`config.mk`:
```
export PLATFORM = sky130hd
export DESIGN_NAME = kmer_decimal_hash_codec_unit
export DESIGN_NICKNAME = d
export VERILOG_FILES = /design/src/rtl/kdhc_pkg.sv /design/src/rtl/kmer_decimal_hash_codec_unit.sv
export VERILOG_INCLUDE_DIRS = /design/src /design/src/rtl
export SDC_FILE = /design/constraint.sdc
export NUM_CORES = 2
export LEC_CHECK = 0
export ABC_AREA = 1
export ABC_CLOCK_PERIOD_IN_PS = 22000
export BUFFER_PORTS_ARGS = -buffer_cell sky130_fd_sc_hd__buf_2
export CAP_MARGIN = 20
export CORE_MARGIN = 1.5
export CORE_UTILIZATION = 45
export CTS_CLUSTER_SIZE = 40
export DETAILED_ROUTE_END_ITERATION = 10
export GPL_ROUTABILITY_DRIVEN = 0
export GPL_TIMING_DRIVEN = 1
export PLACE_DENSITY = 0.67
export SLEW_MARGIN = 20
export SYNTH_ARGS = -nofsm -noshare
export SYNTH_HDL_FRONTEND = slang
export SYNTH_SLANG_ARGS = --single-unit
```
`constraint.sdc`:
```
create_clock -name i_clk -period 22 [get_ports i_clk]
set_clock_uncertainty 0.1 [all_clocks]
set_input_delay 2.2 -clock i_clk [delete_from_list [all_inputs] [get_ports i_clk]]
set_output_delay 2.2 -clock i_clk [all_outputs]
set_load 0.1 [all_outputs]
```
`src/rtl/assert_macros.svh`:
```
// ---------------------------------------------------------------------------
// assertion macros
// concurrent checks on the rising clock edge, switched off for synthesis
// ---------------------------------------------------------------------------
`ifndef ASSERT_MACROS_SVH
`define ASSERT_MACROS_SVH

`ifndef SYNTH
// condition holds at every edge outside reset
`define ASSERT_ALWAYS(lbl, clk, rst_n, cond, msg) \
    lbl: assert property (@(posedge clk) disable iff (!rst_n) (cond)) else $error(msg);
// consequent holds at the edge where the antecedent holds
`define ASSERT_IMPLIES(lbl, clk, rst_n, pre, post, msg) \
    lbl: assert property (@(posedge clk) disable iff (!rst_n) (pre) |-> (post)) else $error(msg);
`else
`define ASSERT_ALWAYS(lbl, clk, rst_n, cond, msg)
`define ASSERT_IMPLIES(lbl, clk, rst_n, pre, post, msg)
`endif

`endif

```
`src/rtl/kdhc_pkg.sv`:
```
// ---------------------------------------------------------------------------
// kdhc_pkg
// types, constants and helper functions of the decimal k-mer hash codec
// ---------------------------------------------------------------------------
package kdhc_pkg;

    localparam int MAX_DIGITS_DEF = 20;
    localparam int CFG_W          = 5;
    localparam int MODE_W         = 2;
    localparam int BASE_W         = 8;
    localparam int CODE_W         = 64;
    localparam int HASH_W         = 64;
    localparam int LETTER_W       = 8;
    localparam int DIGIT_W        = 4;
    localparam int MAC_W          = HASH_W + 5;
    localparam int CODE_BYTES     = CODE_W / 8;
    localparam int BYTE_CNT_W     = $clog2(CODE_BYTES);
    localparam int S_TDATA_W      = BASE_W + CODE_W;
    localparam int M_TDATA_RAW_W  = 2 * HASH_W + 1 + LETTER_W;
    localparam int M_TDATA_W      = ((M_TDATA_RAW_W + 7) / 8) * 8;

    localparam logic [MODE_W-1:0] MODE_ENCODE  = 2'd0;
    localparam logic [MODE_W-1:0] MODE_DEC_FWD = 2'd1;
    localparam logic [MODE_W-1:0] MODE_DEC_RC  = 2'd2;

    localparam logic [CFG_W-1:0]   MAX_BASES_RST = 5'd20;
    localparam logic [DIGIT_W-1:0] RADIX         = 4'd10;
    localparam logic [DIGIT_W-1:0] DIGIT_OTHER   = 4'd5;

    localparam logic [LETTER_W-1:0] CH_A_UP = 8'h41;
    localparam logic [LETTER_W-1:0] CH_C_UP = 8'h43;
    localparam logic [LETTER_W-1:0] CH_G_UP = 8'h47;
    localparam logic [LETTER_W-1:0] CH_T_UP = 8'h54;
    localparam logic [LETTER_W-1:0] CH_A_LO = 8'h61;
    localparam logic [LETTER_W-1:0] CH_C_LO = 8'h63;
    localparam logic [LETTER_W-1:0] CH_G_LO = 8'h67;
    localparam logic [LETTER_W-1:0] CH_T_LO = 8'h74;
    localparam logic [LETTER_W-1:0] CH_N_UP = 8'h4E;

    typedef enum logic [2:0] {
        ST_IDLE,
        ST_ENC_FWD,
        ST_ENC_PROD,
        ST_ENC_REV,
        ST_ENC_POW,
        ST_ENC_OUT,
        ST_DEC_DIV,
        ST_DEC_OUT
    } t_state;

    typedef struct packed {
        logic [7:0]         quot;
        logic [DIGIT_W-1:0] rem;
    } t_div_res;

    // base byte to digit, complemented digit when comp is set
    function automatic logic [DIGIT_W-1:0] base_digit(input logic [BASE_W-1:0] b,
                                                      input logic comp);
        logic [DIGIT_W-1:0] d;
        case (b)
            CH_A_UP: d = comp ? 4'd4 : 4'd1;
            CH_C_UP: d = comp ? 4'd3 : 4'd2;
            CH_G_UP: d = comp ? 4'd2 : 4'd3;
            CH_T_UP: d = comp ? 4'd1 : 4'd4;
            CH_A_LO: d = comp ? 4'd9 : 4'd6;
            CH_C_LO: d = comp ? 4'd8 : 4'd7;
            CH_G_LO: d = comp ? 4'd7 : 4'd8;
            CH_T_LO: d = comp ? 4'd6 : 4'd9;
            default: d = DIGIT_OTHER;
        endcase
        return d;
    endfunction

    function automatic logic [LETTER_W-1:0] letter_fwd(input logic [DIGIT_W-1:0] d);
        logic [LETTER_W-1:0] c;
        case (d)
            4'd1:    c = CH_A_UP;
            4'd2:    c = CH_C_UP;
            4'd3:    c = CH_G_UP;
            4'd4:    c = CH_T_UP;
            4'd6:    c = CH_A_LO;
            4'd7:    c = CH_C_LO;
            4'd8:    c = CH_G_LO;
            4'd9:    c = CH_T_LO;
            default: c = CH_N_UP;
        endcase
        return c;
    endfunction

    function automatic logic [LETTER_W-1:0] letter_rc(input logic [DIGIT_W-1:0] d);
        logic [LETTER_W-1:0] c;
        case (d)
            4'd1:    c = CH_T_UP;
            4'd2:    c = CH_G_UP;
            4'd3:    c = CH_C_UP;
            4'd4:    c = CH_A_UP;
            4'd6:    c = CH_T_LO;
            4'd7:    c = CH_G_LO;
            4'd8:    c = CH_C_LO;
            4'd9:    c = CH_A_LO;
            default: c = CH_N_UP;
        endcase
        return c;
    endfunction

    // one byte of a long division by ten, restoring, one bit a step
    function automatic t_div_res div10_byte(input logic [DIGIT_W-1:0] rem_in,
                                            input logic [7:0] byte_in);
        t_div_res           res;
        logic [DIGIT_W-1:0] r;
        logic [DIGIT_W:0]   t;
        r = rem_in;
        res.quot = '0;
        for (int i = 7; i >= 0; i--) begin
            t = {r, byte_in[i]};
            if (t >= {1'b0, RADIX}) begin
                res.quot[i] = 1'b1;
                r = DIGIT_W'(t - {1'b0, RADIX});
            end else begin
                r = t[DIGIT_W-1:0];
            end
        end
        res.rem = r;
        return res;
    endfunction

endpackage

```
`src/rtl/kmer_decimal_hash_codec_unit.sv`:
```
// ---------------------------------------------------------------------------
// kmer_decimal_hash_codec_unit
// decimal k-mer hash encoder and decimal-to-letter decoder
// ---------------------------------------------------------------------------
// usage
//   slave channel: tuser carries the mode, tlast marks the final base of a
//   k-mer, tdata carries the base byte and the 64-bit code to decode
//   master channel: tuser is the kind (0 hash, 1 letter), tlast the end of a
//   run, tdata the two hashes, the overflow flag and the letter
//   config: i_cfg_wr_en writes max_bases from i_cfg_wr_data at once
// timing
//   the block takes one transfer at a time; s_axis_tready is high only
//   while the sequencer is idle
//   encode: a base within the limit passes through the shared multiply-add
//   unit in order (forward step, digit product, revcomp add, power step)
//   before the next base is taken; a base past the limit is dropped in idle;
//   with tlast the emit step loads the hash once the output register is free
//   decode: each decimal digit is one division by ten over all code bytes,
//   one byte per cycle, then the letters are emitted in order, at most MAX_DIGITS letters
// reset
//   max_bases returns to 20, the k-mer state is cleared, no result pending
// stall
//   a result waits in the output register; while the receiver holds
//   m_axis_tready low the sequencer waits at its emit step
// ---------------------------------------------------------------------------
`include "assert_macros.svh"

module kmer_decimal_hash_codec_unit
    import kdhc_pkg::*;
#(
    parameter int MAX_DIGITS = MAX_DIGITS_DEF
) (
    input  logic                 i_clk,
    input  logic                 i_rst_n,
    // configuration
    input  logic                 i_cfg_wr_en,
    input  logic [CFG_W-1:0]     i_cfg_wr_data,
    // slave side
    input  logic                 s_axis_tvalid,
    output logic                 s_axis_tready,
    input  logic [S_TDATA_W-1:0] s_axis_tdata,   // base[7:0], code[71:8]
    input  logic                 s_axis_tlast,   // last
    input  logic [MODE_W-1:0]    s_axis_tuser,   // mode[1:0]
    // master side
    output logic                 m_axis_tvalid,
    input  logic                 m_axis_tready,
    output logic [M_TDATA_W-1:0] m_axis_tdata,   // hash_forward[63:0],
                                                 // hash_revcomp[127:64],
                                                 // overflow[128],
                                                 // letter[136:129], zeros
    output logic                 m_axis_tlast,   // end_of_run
    output logic                 m_axis_tuser    // kind
);

    localparam int CW = $clog2(MAX_DIGITS + 1);
    localparam int IW = (MAX_DIGITS > 1) ? $clog2(MAX_DIGITS) : 1;
    localparam logic [BYTE_CNT_W-1:0] LAST_BYTE = BYTE_CNT_W'(CODE_BYTES - 1);

    // sequencer
    t_state r_state, n_state;

    // configuration and k-mer state
    logic [CFG_W-1:0]   r_max_bases;
    logic [HASH_W-1:0]  r_fwd, r_rev, r_pow, r_prod;
    logic [CFG_W-1:0]   r_bases;
    logic               r_ov;
    logic               r_last;
    logic [DIGIT_W-1:0] r_dig, r_cdig;

    // decoder state
    logic [CODE_W-1:0]     r_val;
    logic [DIGIT_W-1:0]    r_rem;
    logic [BYTE_CNT_W-1:0] r_byte;
    logic [CW-1:0]         r_n, r_k;
    logic                  r_dec_rc;
    logic [DIGIT_W-1:0]    r_buf [MAX_DIGITS];

    // output register
    logic                 r_m_tvalid;
    logic [M_TDATA_W-1:0] r_m_tdata;
    logic                 r_m_tlast;
    logic                 r_m_tuser;

    // shared multiply-add unit: a * m + b, full width for overflow
    logic [HASH_W-1:0]  w_mac_a, w_mac_b;
    logic [DIGIT_W-1:0] w_mac_m;
    logic [MAC_W-1:0]   w_mac_res;
    logic               w_mac_hi;

    logic               w_in_xfer, w_slot_free, w_take;
    logic [CFG_W-1:0]   w_limit;
    logic               w_load_hash, w_load_letter;
    t_div_res           w_div;
    logic [CODE_W-1:0]  w_quot;
    logic               w_digit_done, w_dec_stop;
    logic [CW-1:0]      w_rd_cnt;
    logic [DIGIT_W-1:0] w_rd_digit;
    logic [LETTER_W-1:0] w_letter;

    assign w_in_xfer   = s_axis_tvalid && s_axis_tready;
    assign w_slot_free = !r_m_tvalid || m_axis_tready;

    // effective base limit, clamped to 1..MAX_DIGITS
    always_comb begin
        if (r_max_bases == '0) begin
            w_limit = CFG_W'(1);
        end else if (r_max_bases > CFG_W'(MAX_DIGITS)) begin
            w_limit = CFG_W'(MAX_DIGITS);
        end else begin
            w_limit = r_max_bases;
        end
    end
    assign w_take = (r_bases < w_limit);

    assign w_mac_res = MAC_W'(w_mac_a) * MAC_W'(w_mac_m) + MAC_W'(w_mac_b);
    assign w_mac_hi  = |w_mac_res[MAC_W-1:HASH_W];

    // division by ten, top byte of the value each cycle
    assign w_div        = div10_byte(r_rem, r_val[CODE_W-1 -: 8]);
    assign w_quot       = {r_val[CODE_W-9:0], w_div.quot};
    assign w_digit_done = (r_byte == LAST_BYTE);
    assign w_dec_stop   = (w_quot == '0) || ((r_n + CW'(1)) >= CW'(MAX_DIGITS));

    // letter readout: forward runs from the most significant digit
    assign w_rd_cnt   = r_dec_rc ? r_k : (r_n - CW'(1) - r_k);
    assign w_rd_digit = r_buf[w_rd_cnt[IW-1:0]];
    assign w_letter   = r_dec_rc ? letter_rc(w_rd_digit) : letter_fwd(w_rd_digit);

    // next state
    always_comb begin
        n_state = r_state;
        case (r_state)
            ST_IDLE: begin
                if (w_in_xfer) begin
                    if (s_axis_tuser == MODE_ENCODE) begin
                        if (w_take) begin
                            n_state = ST_ENC_FWD;
                        end else if (s_axis_tlast) begin
                            n_state = ST_ENC_OUT;
                        end
                    end else if (s_axis_tuser == MODE_DEC_FWD ||
                                 s_axis_tuser == MODE_DEC_RC) begin
                        n_state = ST_DEC_DIV;
                    end
                end
            end
            ST_ENC_FWD:  n_state = ST_ENC_PROD;
            ST_ENC_PROD: n_state = ST_ENC_REV;
            ST_ENC_REV:  n_state = ST_ENC_POW;
            ST_ENC_POW:  n_state = r_last ? ST_ENC_OUT : ST_IDLE;
            ST_ENC_OUT: begin
                if (w_slot_free) begin
                    n_state = ST_IDLE;
                end
            end
            ST_DEC_DIV: begin
                if (w_digit_done && w_dec_stop) begin
                    n_state = ST_DEC_OUT;
                end
            end
            ST_DEC_OUT: begin
                if (w_slot_free && (r_k == r_n - CW'(1))) begin
                    n_state = ST_IDLE;
                end
            end
            default: n_state = ST_IDLE;
        endcase
    end

    // sequencer outputs: ready, operand selection, output loads
    always_comb begin
        s_axis_tready = 1'b0;
        w_mac_a       = r_pow;
        w_mac_m       = RADIX;
        w_mac_b       = '0;
        w_load_hash   = 1'b0;
        w_load_letter = 1'b0;
        case (r_state)
            ST_IDLE:     s_axis_tready = 1'b1;
            ST_ENC_FWD: begin
                w_mac_a = r_fwd;
                w_mac_b = HASH_W'(r_dig);
            end
            ST_ENC_PROD: w_mac_m = r_cdig;
            ST_ENC_REV: begin
                w_mac_a = r_prod;
                w_mac_m = DIGIT_W'(1);
                w_mac_b = r_rev;
            end
            ST_ENC_POW:  w_mac_m = RADIX;
            ST_ENC_OUT:  w_load_hash = w_slot_free;
            ST_DEC_DIV:  ;
            ST_DEC_OUT:  w_load_letter = w_slot_free;
            default:     ;
        endcase
    end

    // control registers
    always_ff @(posedge i_clk) begin
        if (!i_rst_n) begin
            r_state     <= ST_IDLE;
            r_max_bases <= MAX_BASES_RST;
            r_fwd       <= '0;
            r_rev       <= '0;
            r_pow       <= HASH_W'(1);
            r_bases     <= '0;
            r_ov        <= 1'b0;
            r_n         <= '0;
            r_k         <= '0;
            r_m_tvalid  <= 1'b0;
        end else begin
            r_state <= n_state;
            if (i_cfg_wr_en) begin
                r_max_bases <= i_cfg_wr_data;
            end
            case (r_state)
                ST_ENC_FWD: begin
                    r_fwd <= w_mac_res[HASH_W-1:0];
                    r_ov  <= r_ov | w_mac_hi;
                end
                ST_ENC_PROD: r_ov <= r_ov | w_mac_hi;
                ST_ENC_REV: begin
                    r_rev <= w_mac_res[HASH_W-1:0];
                    r_ov  <= r_ov | w_mac_hi;
                end
                ST_ENC_POW: begin
                    r_pow   <= w_mac_res[HASH_W-1:0];
                    r_bases <= r_bases + CFG_W'(1);
                end
                ST_ENC_OUT: begin
                    // hash handed over, start a fresh k-mer
                    if (w_load_hash) begin
                        r_fwd   <= '0;
                        r_rev   <= '0;
                        r_pow   <= HASH_W'(1);
                        r_bases <= '0;
                        r_ov    <= 1'b0;
                    end
                end
                ST_IDLE: begin
                    if (w_in_xfer) begin
                        r_n <= '0;
                        r_k <= '0;
                    end
                end
                ST_DEC_DIV: begin
                    if (w_digit_done) begin
                        r_n <= r_n + CW'(1);
                    end
                end
                ST_DEC_OUT: begin
                    if (w_load_letter) begin
                        r_k <= r_k + CW'(1);
                    end
                end
                default: ;
            endcase
            if (w_load_hash || w_load_letter) begin
                r_m_tvalid <= 1'b1;
            end else if (m_axis_tready) begin
                r_m_tvalid <= 1'b0;
            end
        end
    end

    // payload registers
    always_ff @(posedge i_clk) begin
        if (w_in_xfer) begin
            r_last   <= s_axis_tlast;
            r_dig    <= base_digit(s_axis_tdata[BASE_W-1:0], 1'b0);
            r_cdig   <= base_digit(s_axis_tdata[BASE_W-1:0], 1'b1);
            r_dec_rc <= (s_axis_tuser == MODE_DEC_RC);
            r_val    <= s_axis_tdata[S_TDATA_W-1:BASE_W];
            r_rem    <= '0;
            r_byte   <= '0;
        end
        if (r_state == ST_ENC_PROD) begin
            r_prod <= w_mac_res[HASH_W-1:0];
        end
        if (r_state == ST_DEC_DIV) begin
            r_val  <= w_quot;
            r_byte <= r_byte + BYTE_CNT_W'(1);
            if (w_digit_done) begin
                r_buf[r_n[IW-1:0]] <= w_div.rem;
                r_rem <= '0;
            end else begin
                r_rem <= w_div.rem;
            end
        end
        if (w_load_hash) begin
            r_m_tdata <= M_TDATA_W'({{LETTER_W{1'b0}}, r_ov, r_rev, r_fwd});
            r_m_tlast <= 1'b1;
            r_m_tuser <= 1'b0;
        end else if (w_load_letter) begin
            r_m_tdata <= M_TDATA_W'({w_letter, 1'b0, {HASH_W{1'b0}}, {HASH_W{1'b0}}});
            r_m_tlast <= (r_k == r_n - CW'(1));
            r_m_tuser <= 1'b1;
        end
    end

    assign m_axis_tvalid = r_m_tvalid;
    assign m_axis_tdata  = r_m_tdata;
    assign m_axis_tlast  = r_m_tlast;
    assign m_axis_tuser  = r_m_tuser;

    // checks
    `ASSERT_ALWAYS(a_bases_bound, i_clk, i_rst_n, r_bases <= CFG_W'(MAX_DIGITS),
                   "bases taken past the digit limit")
    `ASSERT_IMPLIES(a_rem_digit, i_clk, i_rst_n, r_state == ST_DEC_DIV, r_rem < RADIX,
                    "division remainder is not a decimal digit")
    `ASSERT_IMPLIES(a_run_nonempty, i_clk, i_rst_n, r_state == ST_DEC_OUT,
                    (r_n != '0) && (r_n <= CW'(MAX_DIGITS)),
                    "letter run with no digits or too many")
    `ASSERT_IMPLIES(a_read_in_run, i_clk, i_rst_n, r_state == ST_DEC_OUT, r_k < r_n,
                    "letter read beyond the stored digits")

endmodule

```
; ---- Yosys cells after proc, flatten, opt, wreduce, memory -nomap -nowiden
; Memory sizes are Yosys's and may differ from the RTL's.
; Cells that the tools add are included.
[op_classes]
n_addsub = 15
n_mul = 1
n_lt_le_gt_ge = 11
n_eq_ne = 28
mux = 66
bitwise = 1
n_reduce_logical = 30
[ops]
columns = cell, n
row1 = case mux 64 bit (2 select lines), 5
row2 = two-way mux 129 bit, 2
row3 = two-way mux 64 bit, 4
row4 = adder 68 x 64 -> 69 bit, 1
row5 = multiplier 64 x 4 -> 68 bit, 1
row6 = "equality test 8 x 7 -> 1 bit, second input constant", 8
row7 = logical NOT 64 bit, 1
row8 = case mux 4 bit (8 select lines), 2
row9 = two-way mux 4 bit, 11
row10 = "greater-or-equal comparator 5 x 4 -> 1 bit, second input constant", 8
row11 = two-way mux 5 bit, 7
row12 = two-way mux 3 bit, 11
row13 = "subtractor 4 bit, second input constant", 8
row14 = case mux 5 bit (2 select lines), 3
row15 = case mux 3 bit (8 select lines), 1
row16 = nonzero test 2 bit, 9
row17 = two-way mux 1 bit, 17
row18 = "adder 5 x 1 -> 5 bit, second input constant", 3
row19 = "equality test 3 bit, second input constant", 5
row20 = "!= test 2 bit, second input constant", 7
row21 = two-way mux 8 bit, 1
row22 = case mux 4 bit (2 select lines), 1
row23 = AND reduction 2 bit, 4
row24 = "equality test 3 x 2 -> 1 bit, second input constant", 2
row25 = 24 further kinds, 30
[totals]
register_bits = 501
ramBits = 80
mem_bits_ro = 192
input_bits = 85
out_inout_bits = 148
wordCells = 177
n_memories = 3
[memory_table]
columns = memory, words, word_bits, read_ports, rd_clocked_by_memory_dff, write_ports, line
row1 = (no name shown), 16, 6, 1, 0, 0, kdhc_pkg.sv:76  ; case (d)
row2 = (no name shown), 16, 6, 1, 0, 0, kdhc_pkg.sv:92  ; case (d)
row3 = r_buf, 20, 4, 1, 0, 1, kmer_decimal_hash_codec_unit.sv:76  ; logic [DIGIT_W-1:0] r_buf [MAX_DIGITS];

; ---- Longest topological paths before layout
[depth]
ltp_word = 21
depth_mapped = 61
depth_no_buf = 61

; ---- Least setup slack after synthesis
; OpenSTA, ideal clock, no wires.
[synth_path]
path_kind = reg-to-reg
startpoint = reg r_state[1]
endpoint = reg r_ov
setup_ns = 0.122
t_arrival_ns = 9.302
t_required_ns = 21.778
setup_slack_ns = 12.476
stages_incl_launch_ff = 39
path_buffers = 2
period_less_slack_ns = 9.524
path_cell_list = dfxtp_1 -> inv_1 -> nor2_1 -> inv_1 -> nor2_1 -> nand2_1 -> inv_1 -> clkbuf_1 -> buf_1 -> nand2_1 -> fa_1 -> fa_1 -> fa_1 -> inv_1 -> ha_1 -> a21oi_1 -> nand2_1 -> a21o_1 -> (+3 left out) -> o211ai_1 -> nand3_1 -> nand2_1 -> a21oi_1 -> inv_1 -> a31oi_1 -> inv_1 -> a21oi_1 -> o21ai_0 -> nand2_1 -> nand2_1 -> nand2_1 -> nand2_1 -> xor2_1 -> nor2_1 -> nand3_1 -> o21ai_0 -> a21oi_1
[synth_via]
elab_chain_cells = 7
word_cells_on_any_way = 17
classes_between = 1 x add/sub / 1 x mul / 5 x eq/ne / 5 x mux / 1 x bitwise / 4 x reduce/logical
[synth_lines]
columns = element, line
row1 = "start, declared", kmer_decimal_hash_codec_unit.sv:60  ; t_state r_state, n_state;
row2 = "start signal, assigned", kmer_decimal_hash_codec_unit.sv:212  ; r_state <= n_state;
row3 = equality test 3 x 2 -> 1 bit or equality test 3 x 1 -> 1 bit (tied branches), "kmer_decimal_hash_codec_unit.sv:178, kmer_decimal_hash_codec_unit.sv:216"
row4 = case mux 64 bit (2 select lines) or case mux 4 bit (2 select lines) (tied branches), kmer_decimal_hash_codec_unit.sv:178  ; case (r_state)
row5 = multiplier 64 x 4 -> 68 bit, kmer_decimal_hash_codec_unit.sv:115  ; assign w_mac_res = MAC_W'(w_mac_a) * MAC_W'(w_mac_m) + MAC_W'(w_mac_b);
row6 = adder 68 x 64 -> 69 bit, kmer_decimal_hash_codec_unit.sv:115
row7 = OR reduction 5 bit, kmer_decimal_hash_codec_unit.sv:116  ; assign w_mac_hi = |w_mac_res[MAC_W-1:HASH_W];
row8 = OR 1 bit, "kmer_decimal_hash_codec_unit.sv:219, kmer_decimal_hash_codec_unit.sv:221, kmer_decimal_hash_codec_unit.sv:224"
row9 = case mux 1 bit (2 select lines), kmer_decimal_hash_codec_unit.sv:216  ; case (r_state)
row10 = "end signal, assigned", kmer_decimal_hash_codec_unit.sv:219  ; r_ov <= r_ov | w_mac_hi;
row11 = "end signal, assigned", kmer_decimal_hash_codec_unit.sv:221  ; ST_ENC_PROD: r_ov <= r_ov | w_mac_hi;
row12 = "end signal, assigned", kmer_decimal_hash_codec_unit.sv:224  ; r_ov <= r_ov | w_mac_hi;
row13 = "end, declared", kmer_decimal_hash_codec_unit.sv:66  ; logic r_ov;
; Several ways; a longest one is shown, not always the timed one.
; A chain may end at the register's enable or synchronous reset.

; ---- Final worst setup path
[layout_path]
startpoint = reg r_state[2]
endpoint = reg r_ov
; The elaborated chain is that of the path after synthesis.

==> results by group <==
Clocking
  – Clock insertion delay at the later pin of the skew report: around 0.60 ns
  – CTS Buf Count: 67
  – CTS sink cnt: 579
  – CTS Root Cell: clkbuf_16
  – CTS clock-pin slew for the worst setup and hold paths: roughly 0.060 ns
  – CTS Buffer Depth: 3
  – Post-CTS Setup Bufs: 0
  – PostCTS Resize Cnt: 0
  – CTS HTree Levels: 3
  – CTS tree: done
  – CTS hold repair buffers: 0

Critical path
  – CP required: about 22 ns
  – Reg2reg setup slack: 13.61 ns
  – CP max stage delay: 0.63 ns
  – CP Capture Type: flop
  – CP Launch Type: flop
  – WP data arrival: approximately 8.8 ns
  – Crit Reg-Reg Startpoint: r_state[2]
  – CP Max Fanout: a little over 60
  – Worst path slowest cell: buf_4
  – Worst setup startpoint: r_state[2]
  – CP most frequent cell: nand2_1
  – Crit Path Class: flop to flop

STA
  – Slew Limit Fails: 0
  – Final-report setup violation count: 0
  – Final period util: about two fifths
  – Worst-Margin Slew: about 1 ns
  – Fmax: about 0.12 GHz
  – RSZ-0062 raised after global routing: false
  – Fin Hold WS: 0.3564 ns
  – Hold Violations, Final: 0
  – Fin crit period: around 8.4 ns
  – Setup TNS: 0 ns
  – Slew margin rel.: between 30% and 40%

Hold path
  – Hold WC Path Type: flop to flop
  – Hold path start: m_axis_tuser

Cells and area
  – Most frequent cells in the layout: 917 x nand2_1, 520 x inv_1, 517 x nor2_1
  – Layout Cells excl Fill: slightly above 5000
  – Area growth, synth to finish: 12.36%
  – Layout cells sized above 1: 10.38%
  – Nets: between 4000 and 5000
  – Storage element area: around 15000 um2
  – Commonest non-fill, non-tap cell in the layout: nand2_1
  – Area of the multi-input gates: about 16000 um2
  – Filler cells: between 7000 and 8000
  – Finished Core Util: 51.29%

Global route
  – Total gr overflow: 0
  – Overall Global Routing Usage: 23.46%
  – Initial antenna violation count: 2
  – Vias in the first global route: around 26000
  – First-pass GRT wire length: roughly 140000 um
  – Pin count of the biggest net entering global routing: between 80 and 90

Floorplanning
  – Height of the die: between 200 and 300 um
  – Die Wd: ~280 um
  – Die ar.: about 78000 um2
  – Core Area: about 75000 um2
  – Row count: 100
  – Initial Util: around 46%
  – IO Count: roughly 230

Yosys
  – Cell variety after synth: 54
  – Sequential share of the synthesized area: approximately 44%
  – Syn Area/Cell: between 8 and 9 um2
  – Ys async rst share: 0%
  – Seq cells post-synth: 579
  – Cell taking the most area after synthesis: edfxtp_1
  – Top_reg_cell synth: edfxtp_1
  – Synth top area share: a little under a third
  – Area contributors post-synth: edfxtp_1 31%, dfxtp_1 13%, fa_1 11%, nand2_1 10%, nor2_1 5.8%
  – Synth Instances: between 3000 and 4000
  – Mapped Area: ~34000 um2
  – Post-synth EDFFs: ~350
  – Synth warn: 0

Drt
  – Vias per cell: between 5 and 6
  – Wirelength per Cell: 17.49 um
  – Iteration count of the initial detailed-routing pass: 8
  – Number of DRC markers in iteration 0: ~2200
  – Final ANT Viol Nets: 0
  – Vias: around 27000
  – DRC viols: 0
  – Routed wire length: 90290 um

Job
  – Max-cap viol count: 0

Place
  – Dpl hpwl: ~63000 um
  – # port buffers: between 200 and 250
  – DP Cell Count: roughly 5000

Run status
  – Outcome: finished clean
[per-layer routing]
metal	global-route usage [%]	vias to the layer above	wire, um
met5	0	-	0
met4	7.637	0	2363
met3	3.366	129	5826
met2	38.16	868	42160
met1	32.29	13010	39940
li1	-	13160	-
[worst paths after layout]
kind,to,cells past startpoint
setup reg to reg,r_ov,34
hold / removal,m_axis_tuser,2
hold reg to reg,m_axis_tuser,2
setup / recovery,r_ov,34
[registers in the layout, summed over array words and instances, names as in the netlist, 64 cells and up]
name and flops:
r_prod 64, r_val 64, r_buf 80, r_pow 64
r_fwd 64, m_axis_tdata 135, r_rev 64
[worst max-delay path: cells and delay by family, from the launching register on]
| family | cells | cell delay, ns |
|---|---|---|
| AND/OR/NAND/NOR | 10 | 1.17 |
| AO/OA/AOI/OAI | 14 | 2.96 |
| flip-flops | 1 | 0.54 |
| buffers and inverters | 6 | 1.61 |
| adder cells (fa/ha/maj) | 4 | 1.83 |
[layout make-up]
type | instances | area share (%)
multi-input cells | 2699 | 42.80
clock inverters | 33 | 0.7695
flip-flops and latches | 579 | 39.44
clock buffers | 88 | 4.930
inverters | 537 | 5.301
diodes | 2 | 0.01304
repair buffers | 254 | 3.593
well taps | 969 | 3.159
[synthesized netlist by cell type (3+ instances only)]
master,count
nor4_1,18
nand2_1,918
inv_1,526
clkbuf_1,139
inv_2,6
a31oi_1,28
o221ai_1,5
o21bai_1,7
nand4_1,7
a21oi_1,367
fa_1,188
nand3_4,3
o21ai_0,142
o22a_1,12
edfxtp_1,354
or2_2,6
o21a_1,64
a2111oi_0,3
xor2_1,42
buf_1,25
o211ai_1,17
o22ai_1,10
a32o_1,3
dfxtp_1,225
clkinv_2,3
a22oi_1,3
nand2_4,6
nand2_2,22
buf_4,10
nand3_2,9
nand3_1,73
o21ai_1,3
a211oi_1,6
nor3_1,21
o32ai_1,20
nor2_1,527
ha_1,112
xnor2_1,31
[stage by stage]
stage	area (um2)	setup WS, ns
floorplan	34180	12.48
global placement	36130	13.64
detailed placement	36160	13.68
CTS	38350	13.69
global route	38380	12.96
finish	38380	13.61
[cells by family after synthesis]
family / after synthesis / share of synthesized area, %
and+or+nand+nor: 1618 / 19.02
buffers and inverters: 711 / 7.935
AOI/OAI and AO/OA: 700 / 11.72
DFF: 579 / 44.31
adders and majority gates: 300 / 15.12
xor gates and xnor gates: 73 / 1.872
other: 1 / 0.01098
Power is not shown: default switching activity piles up to over one toggle a cycle in this logic, so the estimate is an artifact.
